### config.mk
export PLATFORM = sky130hd
export DESIGN_NAME = touch_key_average_threshold_unit
export DESIGN_NICKNAME = d
export VERILOG_FILES = /design/src/hw/rtl/tkat_pkg.sv /design/src/hw/rtl/tkat_accum.sv /design/src/hw/rtl/tkat_eval.sv /design/src/hw/rtl/touch_key_average_threshold_unit.sv
export VERILOG_INCLUDE_DIRS = /design/src /design/src/hw/rtl
export SDC_FILE = /design/constraint.sdc
export NUM_CORES = 1
export LEC_CHECK = 0
export ABC_AREA = 1
export BUFFER_PORTS_ARGS = -buffer_cell sky130_fd_sc_hd__buf_2
export CAP_MARGIN = 40
export CORE_ASPECT_RATIO = 0.9
export CORE_MARGIN = 3
export CORE_UTILIZATION = 30
export CTS_BUF_LIST = sky130_fd_sc_hd__clkbuf_8
export CTS_CLUSTER_SIZE = 16
export DETAILED_ROUTE_END_ITERATION = 12
export GPL_TIMING_DRIVEN = 0
export MAX_ROUTING_LAYER = met4
export RECOVER_POWER = 25
export SLEW_MARGIN = 10
export SYNTH_ARGS = -nofsm -noshare
export SYNTH_HDL_FRONTEND = slang
export SYNTH_SLANG_ARGS = --single-unit
### constraint.sdc
create_clock -name clk -period 6.2 [get_ports clk]
set_clock_uncertainty 0.2 [all_clocks]
set_input_delay 0 -clock clk [delete_from_list [all_inputs] [get_ports clk]]
set_output_delay 0 -clock clk [all_outputs]
set_load 0.05 [all_outputs]
### src/hw/rtl/touch_key_average_threshold_unit_macros.svh
// ---------------------------------------------------------------------------
// Touch key averaging unit: assertion macros
// Shared concurrent assertion forms, clocked on clk and disabled in reset.
// ---------------------------------------------------------------------------
`ifndef TOUCH_KEY_AVERAGE_THRESHOLD_UNIT_MACROS_SVH
`define TOUCH_KEY_AVERAGE_THRESHOLD_UNIT_MACROS_SVH

// The consequent must hold in the same cycle as the antecedent.
`define TKAT_ASSERT_SAME(label, ante, cons, msg) \
  label: assert property (@(posedge clk) disable iff (!rst_n) (ante) |-> (cons)) \
    else $error(msg);

// The consequent must hold in the cycle after the antecedent.
`define TKAT_ASSERT_NEXT(label, ante, cons, msg) \
  label: assert property (@(posedge clk) disable iff (!rst_n) (ante) |=> (cons)) \
    else $error(msg);

`endif

### src/hw/rtl/tkat_pkg.sv
// ---------------------------------------------------------------------------
// Touch key averaging unit: package
// Widths, defaults and the round record passed from accumulation to
// evaluation.
// ---------------------------------------------------------------------------
package tkat_pkg;

  localparam int NUM_KEYS     = 4;
  localparam int READ_W       = 16;
  localparam int SUM_W        = 20;
  localparam int CNT_W        = 4;
  localparam int SAMPLES_DEF  = 15;
  localparam int CHANNELS_DEF = 4;

  localparam logic [READ_W-1:0] THRESH_RESET = 16'd15;

  typedef logic [NUM_KEYS-1:0][READ_W-1:0] tkat_read_t;
  typedef logic [NUM_KEYS-1:0][SUM_W-1:0]  tkat_sums_t;

  // A finished round of sums, waiting for evaluation.
  typedef struct packed {
    logic       valid;
    tkat_sums_t sum;
  } tkat_rnd_t;

endpackage

### src/hw/rtl/tkat_accum.sv
// ---------------------------------------------------------------------------
// Touch key averaging unit: accumulator
// Adds each accepted word into the per-channel sums and, on the last word of a round,
// hands the completed sums to the evaluation stage through a round register.
// ---------------------------------------------------------------------------
`include "touch_key_average_threshold_unit_macros.svh"

module tkat_accum #(
  parameter int SAMPLES  = tkat_pkg::SAMPLES_DEF,
  parameter int CHANNELS = tkat_pkg::CHANNELS_DEF
) (
  input  logic               clk,
  input  logic               rst_n,
  input  logic               in_valid,
  output logic               in_stall,
  input  tkat_pkg::tkat_read_t in_reading,
  output tkat_pkg::tkat_rnd_t  rnd,
  input  logic               rnd_take
);
  import tkat_pkg::*;

  localparam logic [CNT_W-1:0] LAST_CNT = CNT_W'(SAMPLES - 1);

  tkat_sums_t       sums_r, sums_nxt;
  tkat_sums_t       total;
  logic [CNT_W-1:0] cnt_r, cnt_nxt;
  logic             rnd_valid_r, rnd_valid_nxt;
  tkat_sums_t       rnd_sum_r, rnd_sum_nxt;
  logic             in_acc;
  logic             last;

  // The input waits only while a finished round cannot move on.
  assign in_stall = rnd_valid_r && !rnd_take;
  assign in_acc   = in_valid && !in_stall;
  assign last     = (cnt_r == LAST_CNT);

  assign rnd.valid = rnd_valid_r;
  assign rnd.sum   = rnd_sum_r;

  // Per-channel add; channels beyond the configured count stay at zero.
  always_comb begin
    for (int c = 0; c < NUM_KEYS; c++) begin
      if (c < CHANNELS) begin
        total[c] = sums_r[c] + SUM_W'(in_reading[c]);
      end else begin
        total[c] = '0;
      end
    end
  end

  // Round counting and hand-off of the completed sums.
  always_comb begin
    sums_nxt      = sums_r;
    cnt_nxt       = cnt_r;
    rnd_valid_nxt = rnd_take ? 1'b0 : rnd_valid_r;
    rnd_sum_nxt   = rnd_sum_r;
    if (in_acc) begin
      if (last) begin
        rnd_sum_nxt   = total;
        rnd_valid_nxt = 1'b1;
        sums_nxt      = '0;
        cnt_nxt       = '0;
      end else begin
        sums_nxt = total;
        cnt_nxt  = cnt_r + CNT_W'(1);
      end
    end
  end

  always_ff @(posedge clk) begin
    if (!rst_n) begin
      sums_r      <= '0;
      cnt_r       <= '0;
      rnd_valid_r <= 1'b0;
    end else begin
      sums_r      <= sums_nxt;
      cnt_r       <= cnt_nxt;
      rnd_valid_r <= rnd_valid_nxt;
    end
  end

  // Round payload needs no reset.
  always_ff @(posedge clk) begin
    rnd_sum_r <= rnd_sum_nxt;
  end

  `TKAT_ASSERT_SAME(a_cnt_range, 1'b1, cnt_r <= LAST_CNT, "round counter ran past the last round")
  `TKAT_ASSERT_NEXT(a_round_out, in_acc && last, rnd_valid_r, "completed round was not handed on")
  `TKAT_ASSERT_NEXT(a_sums_clear, in_acc && last, sums_r == '0, "sums not cleared after a round")
endmodule

### src/hw/rtl/tkat_eval.sv
// ---------------------------------------------------------------------------
// Touch key averaging unit: evaluation
// Divides each round sum by the sample count, compares with the threshold,
// tracks held keys and drives the result register.
// ---------------------------------------------------------------------------
`include "touch_key_average_threshold_unit_macros.svh"

module tkat_eval #(
  parameter int SAMPLES  = tkat_pkg::SAMPLES_DEF,
  parameter int CHANNELS = tkat_pkg::CHANNELS_DEF
) (
  input  logic                                 clk,
  input  logic                                 rst_n,
  input  tkat_pkg::tkat_rnd_t                  rnd,
  output logic                                 rnd_take,
  input  logic                                 cfg_valid,
  output logic                                 cfg_ready,
  input  logic [tkat_pkg::READ_W-1:0]          cfg_data,
  output logic                                 out_valid,
  input  logic                                 out_stall,
  output logic [tkat_pkg::NUM_KEYS-1:0]        out_pressed_mask,
  output logic [tkat_pkg::NUM_KEYS-1:0]        out_press_event_mask,
  output tkat_pkg::tkat_read_t                 out_average
);
  import tkat_pkg::*;

  // Division by the constant sample count as a reciprocal multiply. With
  // the shift at SUM_W plus the ceiling log2 of the divisor the result is exact
  // for every sum below 2**SUM_W.
  localparam int DIV_SH = SUM_W + $clog2(SAMPLES);
  localparam int MUL_W  = DIV_SH + 1;
  localparam int PROD_W = SUM_W + MUL_W;
  localparam logic [MUL_W-1:0] RECIP =
    MUL_W'(((64'd1 << DIV_SH) + 64'(SAMPLES) - 64'd1) / 64'(SAMPLES));
  localparam logic [NUM_KEYS-1:0] CH_MASK = NUM_KEYS'((1 << CHANNELS) - 1);

  logic [READ_W-1:0]   thresh_r;
  logic [NUM_KEYS-1:0] held_r, held_nxt;
  logic                out_valid_r, out_valid_nxt;
  logic [NUM_KEYS-1:0] pressed_r, events_r;
  tkat_read_t          avg_r;
  logic [PROD_W-1:0]   prod [NUM_KEYS];
  tkat_read_t          avg;
  logic [NUM_KEYS-1:0] press, events;
  logic                load;

  assign cfg_ready = 1'b1;

  // The result register takes a new round when empty or being drained.
  assign rnd_take = !out_valid_r || !out_stall;
  assign load     = rnd_take && rnd.valid;

  // Average, threshold compare and edge detect for each channel.
  always_comb begin
    for (int c = 0; c < NUM_KEYS; c++) begin
      prod[c] = PROD_W'(rnd.sum[c]) * PROD_W'(RECIP);
      if (c < CHANNELS) begin
        avg[c]   = prod[c][DIV_SH +: READ_W];
        press[c] = (avg[c] < thresh_r);
      end else begin
        avg[c]   = '0;
        press[c] = 1'b0;
      end
      events[c] = press[c] && !held_r[c];
    end
  end

  always_comb begin
    held_nxt      = load ? press : held_r;
    out_valid_nxt = rnd_take ? rnd.valid : out_valid_r;
  end

  always_ff @(posedge clk) begin
    if (!rst_n) begin
      thresh_r    <= THRESH_RESET;
      held_r      <= '0;
      out_valid_r <= 1'b0;
    end else begin
      if (cfg_valid && cfg_ready) begin
        thresh_r <= cfg_data;
      end
      held_r      <= held_nxt;
      out_valid_r <= out_valid_nxt;
    end
  end

  // Result payload loads with each evaluated round.
  always_ff @(posedge clk) begin
    if (load) begin
      pressed_r <= press;
      events_r  <= events;
      avg_r     <= avg;
    end
  end

  assign out_valid            = out_valid_r;
  assign out_pressed_mask     = pressed_r;
  assign out_press_event_mask = events_r;
  assign out_average          = avg_r;

  `TKAT_ASSERT_SAME(a_event_subset, out_valid_r, (events_r & ~pressed_r) == '0, "event on a key that is not pressed")
  `TKAT_ASSERT_NEXT(a_held_track, load, held_r == pressed_r, "held flags do not follow the last result")
  `TKAT_ASSERT_SAME(a_unused_keys, out_valid_r, (pressed_r & ~CH_MASK) == '0, "unused channel reported pressed")
endmodule

### src/hw/rtl/touch_key_average_threshold_unit.sv
// A word that closes a round of SAMPLES words passes the round register, then the result register.
// Throughput: one word per cycle while in_stall is low; one result per SAMPLES words.
// The round register and the result register decouple input from output stalls.
// Reset (synchronous, rst_n low) clears sums, round count, held keys and valids;
// the threshold returns to 15.
// ---------------------------------------------------------------------------
// Touch key averaging unit: top level
// Accumulates scan rounds of four touch readings and reports averaged,
// thresholded key states with newly-pressed events.
// ---------------------------------------------------------------------------
module touch_key_average_threshold_unit #(
  parameter int SAMPLES  = tkat_pkg::SAMPLES_DEF,
  parameter int CHANNELS = tkat_pkg::CHANNELS_DEF
) (
  input  logic                          clk,
  input  logic                          rst_n,
  input  logic                          cfg_valid,
  output logic                          cfg_ready,
  input  logic [tkat_pkg::READ_W-1:0]   cfg_data,
  input  logic                          in_valid,
  output logic                          in_stall,
  input  logic [tkat_pkg::READ_W-1:0]   in_reading_ch0,
  input  logic [tkat_pkg::READ_W-1:0]   in_reading_ch1,
  input  logic [tkat_pkg::READ_W-1:0]   in_reading_ch2,
  input  logic [tkat_pkg::READ_W-1:0]   in_reading_ch3,
  output logic                          out_valid,
  input  logic                          out_stall,
  output logic [tkat_pkg::NUM_KEYS-1:0] out_pressed_mask,
  output logic [tkat_pkg::NUM_KEYS-1:0] out_press_event_mask,
  output logic [tkat_pkg::READ_W-1:0]   out_average_ch0,
  output logic [tkat_pkg::READ_W-1:0]   out_average_ch1,
  output logic [tkat_pkg::READ_W-1:0]   out_average_ch2,
  output logic [tkat_pkg::READ_W-1:0]   out_average_ch3
);
  import tkat_pkg::*;

  tkat_read_t in_reading;
  tkat_read_t out_average;
  tkat_rnd_t  rnd;
  logic       rnd_take;

  assign in_reading = {in_reading_ch3, in_reading_ch2, in_reading_ch1, in_reading_ch0};

  // Per-channel accumulation over one round.
  tkat_accum #(
    .SAMPLES  (SAMPLES),
    .CHANNELS (CHANNELS)
  ) u_accum (
    .clk        (clk),
    .rst_n      (rst_n),
    .in_valid   (in_valid),
    .in_stall   (in_stall),
    .in_reading (in_reading),
    .rnd        (rnd),
    .rnd_take   (rnd_take)
  );

  // Averaging, threshold and event detection.
  tkat_eval #(
    .SAMPLES  (SAMPLES),
    .CHANNELS (CHANNELS)
  ) u_eval (
    .clk                  (clk),
    .rst_n                (rst_n),
    .rnd                  (rnd),
    .rnd_take             (rnd_take),
    .cfg_valid            (cfg_valid),
    .cfg_ready            (cfg_ready),
    .cfg_data             (cfg_data),
    .out_valid            (out_valid),
    .out_stall            (out_stall),
    .out_pressed_mask     (out_pressed_mask),
    .out_press_event_mask (out_press_event_mask),
    .out_average          (out_average)
  );

  assign out_average_ch0 = out_average[0];
  assign out_average_ch1 = out_average[1];
  assign out_average_ch2 = out_average[2];
  assign out_average_ch3 = out_average[3];
endmodule
* Yosys cells after proc, flatten, opt, wreduce, memory -nomap -nowiden
Cells that the tools add are included.
** Storage, ports and cells
- Bits in latches :: 0
- Memories kept :: 0
- Memory bits (read-only) :: 0
- RAM bits :: 0
- Register bits :: 258
- Bits of input ports :: 85
- Word-level logic and storage cells :: 55
- Output and inout port bits :: 75
** Operators by class
- Bitwise gates (word level) :: 0
- Div/mod/pow operators :: 0
- Reduce and logical (&&, ||, !) cells :: 17
- Muxes and demuxes :: 5
- Shifts and indexed selects :: 0
- $lt $le $gt $ge :: 4
- $add $sub $neg :: 5
- Equal/unequal tests :: 1
- Multiply operators :: 4
** Operators with widths (number)
- $mul 20x20->39 const B :: 4
- $add 20x16->20 :: 4
- $mux 80 :: 1
- $lt 16x16->1 :: 4
- $logic_not 1->1 :: 8
- $logic_and 1x1->1 :: 7
- $add 4x1->4 const B :: 1
- $eq 4x4->1 const B :: 1
- $mux 4 :: 1
- $mux 1 :: 3
- $reduce_and 2->1 :: 1
- $logic_or 1x1->1 :: 1

* Logic depth before layout (Yosys ltp)
- Word-level depth :: 7
- Gate-level depth with buffers :: 32
- Depth with buffers taken out :: 32

* By module
Synthesis repeated with hierarchy kept, for this count alone.
** Second synthesis, totals
- Cell total of the unflattened synthesis :: 3498
- Area total of the unflattened synthesis :: 29027.8 µm²
** Modules (own cells, without submodules)
- tkat_eval :: cells each 2157, seq. area each 2582.5 µm², area each 18963.2 µm², instances 1
- tkat_accum :: cells each 1341, seq. area each 4103.9 µm², area each 10064.7 µm², instances 1

* Worst setup path before layout
Ideal clock, no wire load.
- Path type :: register -> register
- Start :: register u_accum.rnd_sum_r (netlist bit u_accum.rnd[23])
- End :: register u_eval.held_r[1]
- Data required time :: 5.693 ns
- Setup time :: 0.307 ns
- Buffers on the path :: 0
- Data arrival time :: 5.216 ns
- Period minus slack after synthesis :: 5.723 ns
- Slack :: 0.477 ns
- Stages on the path, launching flop included :: 26
- Cells stage by stage :: edfxtp_1 ha_1 fa_1 fa_1 inv_1 fa_1 inv_1 ha_1 ha_1 ha_1 a21oi_1 o21ai_0 nor2_1 nand2_1 a21oi_2 o21ai_2 a21boi_2 o21ai_1 xor2_1 ha_1 nand2_1 o21a_1 o221ai_1 inv_1 nand2_1 a21oi_1
** RTL lines
- from (decl) :: RTL line tkat_accum.sv:28 : tkat_sums_t rnd_sum_r, rnd_sum_nxt;
- from (signal assigned) :: RTL line tkat_accum.sv:84 : rnd_sum_r <= rnd_sum_nxt;
- to (signal assigned) :: RTL line tkat_eval.sv:82 : held_r <= held_nxt;
- to (decl) :: RTL line tkat_eval.sv:38 : logic [NUM_KEYS-1:0] held_r, held_nxt;

==> flow_results.org <==
** Placement
- RePlAce Congestion :: 0.933
- Once detailed placement completed, the half-perimeter wirelength came to around 64 mm.
- DP Cell Count :: 4575
- Input and output buffers added on the ports amount to around 160.
- At the placement stage, the worst setup path has a slack of -0.421 ns.

** STA
- Worst Max-Slew Pin Slew :: around 1.6 ns
- Final count of pins violating max slew :: 13
- In the finished design, the share of the clock period the worst path needs comes to 0.990.
- Setup WS post-layout :: 0.0592 ns
- Timing would allow up to 163 MHz.
- The number of failing hold endpoints at the final stage was 0.
- Min Hold Slack :: between 0.07 and 0.08 ns
- Time the final worst path needs with I/O delays and setup :: 6.14 ns
- Total of endpoints with negative setup slack in the final report :: 0
- Setup repair after global routing could not meet its margin everywhere.
- Rel. slew slack :: -0.0955

** Floorplanning
- Total number of placement rows :: 105
- Pin placement for this block handled 160 I/O pins.
- Die footprint :: roughly 97000 µm²
- For this configuration, the core starts out at a cell density of 0.305.
- Die height :: 296 µm
- Overall die width :: 328 µm
- Area of the core :: between 90000 and 100000 µm²

** Clock network
- TritonCTS buffer count :: 46
- After clock tree synthesis, the clock-pin slew on the worst setup and hold paths is 0.07 ns.
- Insertion delay of the later-clocked pin in the worst-skew pair :: 0.65 ns
- Clock tree from TritonCTS :: yes
- Clk root buf :: sky130_fd_sc_hd__clkbuf_8
- Sinks on Clock Net :: ~260
- The longest clock path from root to sink contains 3 buffers.
- H-tree levels :: 2

** Layout
- Area grow syn2layout :: 22.8%
- Registers take 6690 µm².
- Area used by multi-input combinational logic :: 20400 µm²
- Of the cells placed in the final design, the portion with a size suffix greater than 1 is 0.121.
- Fin cells :: 4870
- Most common library cell in the layout ignoring fill and taps :: sky130_fd_sc_hd__ha_1
- Final net count :: 4483
- Most used cells in the layout excluding fill and tap cells :: sky130_fd_sc_hd__ha_1, sky130_fd_sc_hd__nand2_1, sky130_fd_sc_hd__inv_1
- Number of filler cells placed in the layout :: roughly 9000
- Utilization after layout :: 0.374

** Routing
- Final WL :: around 78 mm
- Summing over every cut layer, the via total after detailed routing is roughly 23000.
- The first TritonRoute pass finished after 5 iterations.
- Dividing the detail-routed wire length by the instance count gives around 16 µm.
- Dividing the detail-routed via count by the number of cells gives 4.69.
- In this run, the number of DRC markers left after iteration 0 of detailed routing was approximately 1300.
- DR DRC count :: 0
- The count of nets left with antenna violations once routing finished came out at 0.

** Hold path
- In this run the worst hold path is classified as primary input to register.

** Logic synthesis
- The synthesized netlist contains 61 unique library cells.
- EDFF count, synth :: 152
- The cell count after synthesis came out at 3177.
- Of the synthesized area, sequential elements account for 0.239.
- Top_reg_cell synth :: sky130_fd_sc_hd__edfxtp_1
- When the netlist entered floorplanning its net count stood at 4058.
- After synthesis the netlist holds a flip-flop and latch count of 258.
- The cell area that synthesis handed to floorplanning was 28000 µm².
- Post-synth ARST share :: 0
- Ys Warns :: 0
- A synthesized cell averages 8.82 µm².

** GRT
- Summed over all layers, the global routing overflow is 0.
- Number of global-route vias before repair :: 22500
- Entering global routing, the biggest net connects 33 pins.
- For this run, global-route usage on met2 was measured as 0.244.
- After global routing, the most crowded layer is met2.
- GR Util All Layers :: 0.163
- The initial antenna violation count came to 9.
- The first global-routing pass estimated 121 mm of wire.
- Met3 layer usage reported by global route :: 0.0381
- Met1 layer usage reported by global route :: 0.223

** Power
- Across the VDD grid, the largest voltage drop is 0.146 mV.
- The design draws between 4 and 5 mW.
- For this design the static power due to leakage is 16.6 nW.
- In this run the power density over the cells is 134 nW/µm².

** Worst setup path
- The setup path with the least slack is of type register to register.
- Worst R2R Start :: u_accum.rnd[42]$_DFFE_PP_
- Launch point of the critical path :: u_accum.rnd[42]$_DFFE_PP_
- For the worst flop-to-flop path, the logic depth is 28.
- Startpoint class of the critical path :: register
- Critical Path Sink Type :: register
- Along the worst path, the maximum fanout reaches 3.
- Slowest stage cell, crit path :: sky130_fd_sc_hd__fa_1
- Required time at the endpoint of the critical path :: 6.41 ns
- Capture point of the critical path :: u_eval.out_press_event_mask[2]$_DFFE_PP_
- Worst r2r dst :: u_eval.out_press_event_mask[2]$_DFFE_PP_
- In this design, the stage delay of the slowest critical-path cell is 0.55 ns.
- Crit path DAT :: between 6 and 7 ns
- The setup check on the worst reg-to-reg path leaves a slack of 0.06 ns.

** Job
- Across the run, the number of max-cap violations was 1.

** Status
- The checks that failed: max-capacitance violations, max-slew violations.
- Run status :: complete, but fails checks
==> stage by stage <==
step / setup TNS [ns] / instance area (µm²)
after floorplan: 0 / 28000
after global placement: -117.09 / 30300
after detailed placement: -2.53 / 30500
after CTS: 0 / 33200
after global routing: -0.839 / 34400
final: 0 / 34400
==> worst max-delay path, delay by kind of cell (launching register included) <==
family | cells | cell delay, ns
and+or+nand+nor | 9 | 1.11
adders and majority gates | 8 | 2.98
buffers and inverters | 7 | 0.50
xor gates and xnor gates | 1 | 0.21
DFF | 1 | 0.45
AOI/OAI and AO/OA | 3 | 0.46
==> final cells by class <==
cell class	count	area share
Antenna cell	1	0.0000728
Buffer	31	0.00368
Clock buffer	50	0.0200
Clock inverter	35	0.00684
Inverter	491	0.0536
Multi-Input combinational cell	2397	0.594
Sequential cell	258	0.194
Tap cell	1230	0.0448
Timing Repair Buffer	377	0.0821
==> sequential cells by signal, indices dropped and copies added, names as in the netlist <==
register / cells
u_eval.out_press_event_mask: 4
u_accum.cnt_r: 4
u_eval.out_pressed_mask: 4
u_eval.held_r: 4
u_eval.out_valid: 1
u_accum.sums_r: 80
u_accum.rnd_valid_r: 1
u_eval.out_average: 64
u_accum.rnd: 80
u_eval.thresh_r: 16
==> cells in the mapped netlist, types with 23 or more instances <==
master / instances / area (µm²)
sky130_fd_sc_hd__ha_1: 656 / 8210
sky130_fd_sc_hd__nand2_1: 597 / 2240
sky130_fd_sc_hd__inv_1: 487 / 1830
sky130_fd_sc_hd__a21oi_1: 309 / 1550
sky130_fd_sc_hd__edfxtp_1: 152 / 4560
sky130_fd_sc_hd__nor2_1: 146 / 548
sky130_fd_sc_hd__fa_1: 140 / 2800
sky130_fd_sc_hd__dfxtp_1: 106 / 2120
sky130_fd_sc_hd__o21ai_0: 102 / 510
sky130_fd_sc_hd__nand3_1: 78 / 390
sky130_fd_sc_hd__xor2_1: 76 / 666
sky130_fd_sc_hd__xnor2_1: 46 / 403
sky130_fd_sc_hd__nand4_1: 29 / 181
sky130_fd_sc_hd__clkbuf_1: 23 / 86.3
==> cells by family (layout without fill, tap and decap cells) <==
logic type,Yosys count,count (layout),share of synthesized area
simple gates,912,912,0.135
fa+ha+maj,796,796,0.393
compound gates,554,554,0.117
buf+inv,522,984,0.0703
flops,258,258,0.239
xor+xnor,134,134,0.0451
other cells,1,2,0.000134
==> worst min-delay path by stage <==
stage / end / slack [ns] / cells past startpoint / from
after floorplan: u_eval.thresh_r[1]$_SDFFE_PN1P_ / -0.09 / 1 / cfg_valid
after global placement: u_eval.thresh_r[2]$_SDFFE_PN1P_ / 0.02 / 3 / cfg_data[2]
after detailed placement: u_eval.thresh_r[2]$_SDFFE_PN1P_ / 0.02 / 3 / cfg_data[2]
after CTS: u_eval.thresh_r[15]$_SDFFE_PN0P_ / 0.01 / 4 / cfg_data[15]
after global routing: u_accum.rnd[20]$_DFFE_PP_ / 0.07 / 3 / in_reading_ch1[0]
final: u_accum.rnd[20]$_DFFE_PP_ / 0.07 / 3 / in_reading_ch1[0]
==> power breakdown <==
group	leakage, nW	switching, mW	total [mW]	internal (mW)
registers	2.24	0.0410	1.95	1.91
clock network	0.534	0.781	1.65	0.870
logic	13.8	0.572	1.01	0.434
total	16.6	1.39	4.61	3.21
==> per-layer routing <==
metal,vias to the layer above,share of wire,wire (µm)
met3,92,0.068,5330
met2,516,0.42,33000
met1,10600,0.49,37900
met4,0,0.024,1870
met5,-,0,0
li1,11600,-,-
==> timing repair <==
action                                  4_1_cts  5_1_grt
endpoints found under the setup margin       12       12
setup buffers                                14       42
pin swaps                                     6       70
endpoints found under the hold margin       308        0
hold buffers                                152        0
resized for setup                            20      144
No activity file was read; power rests on OpenSTA's default activity.
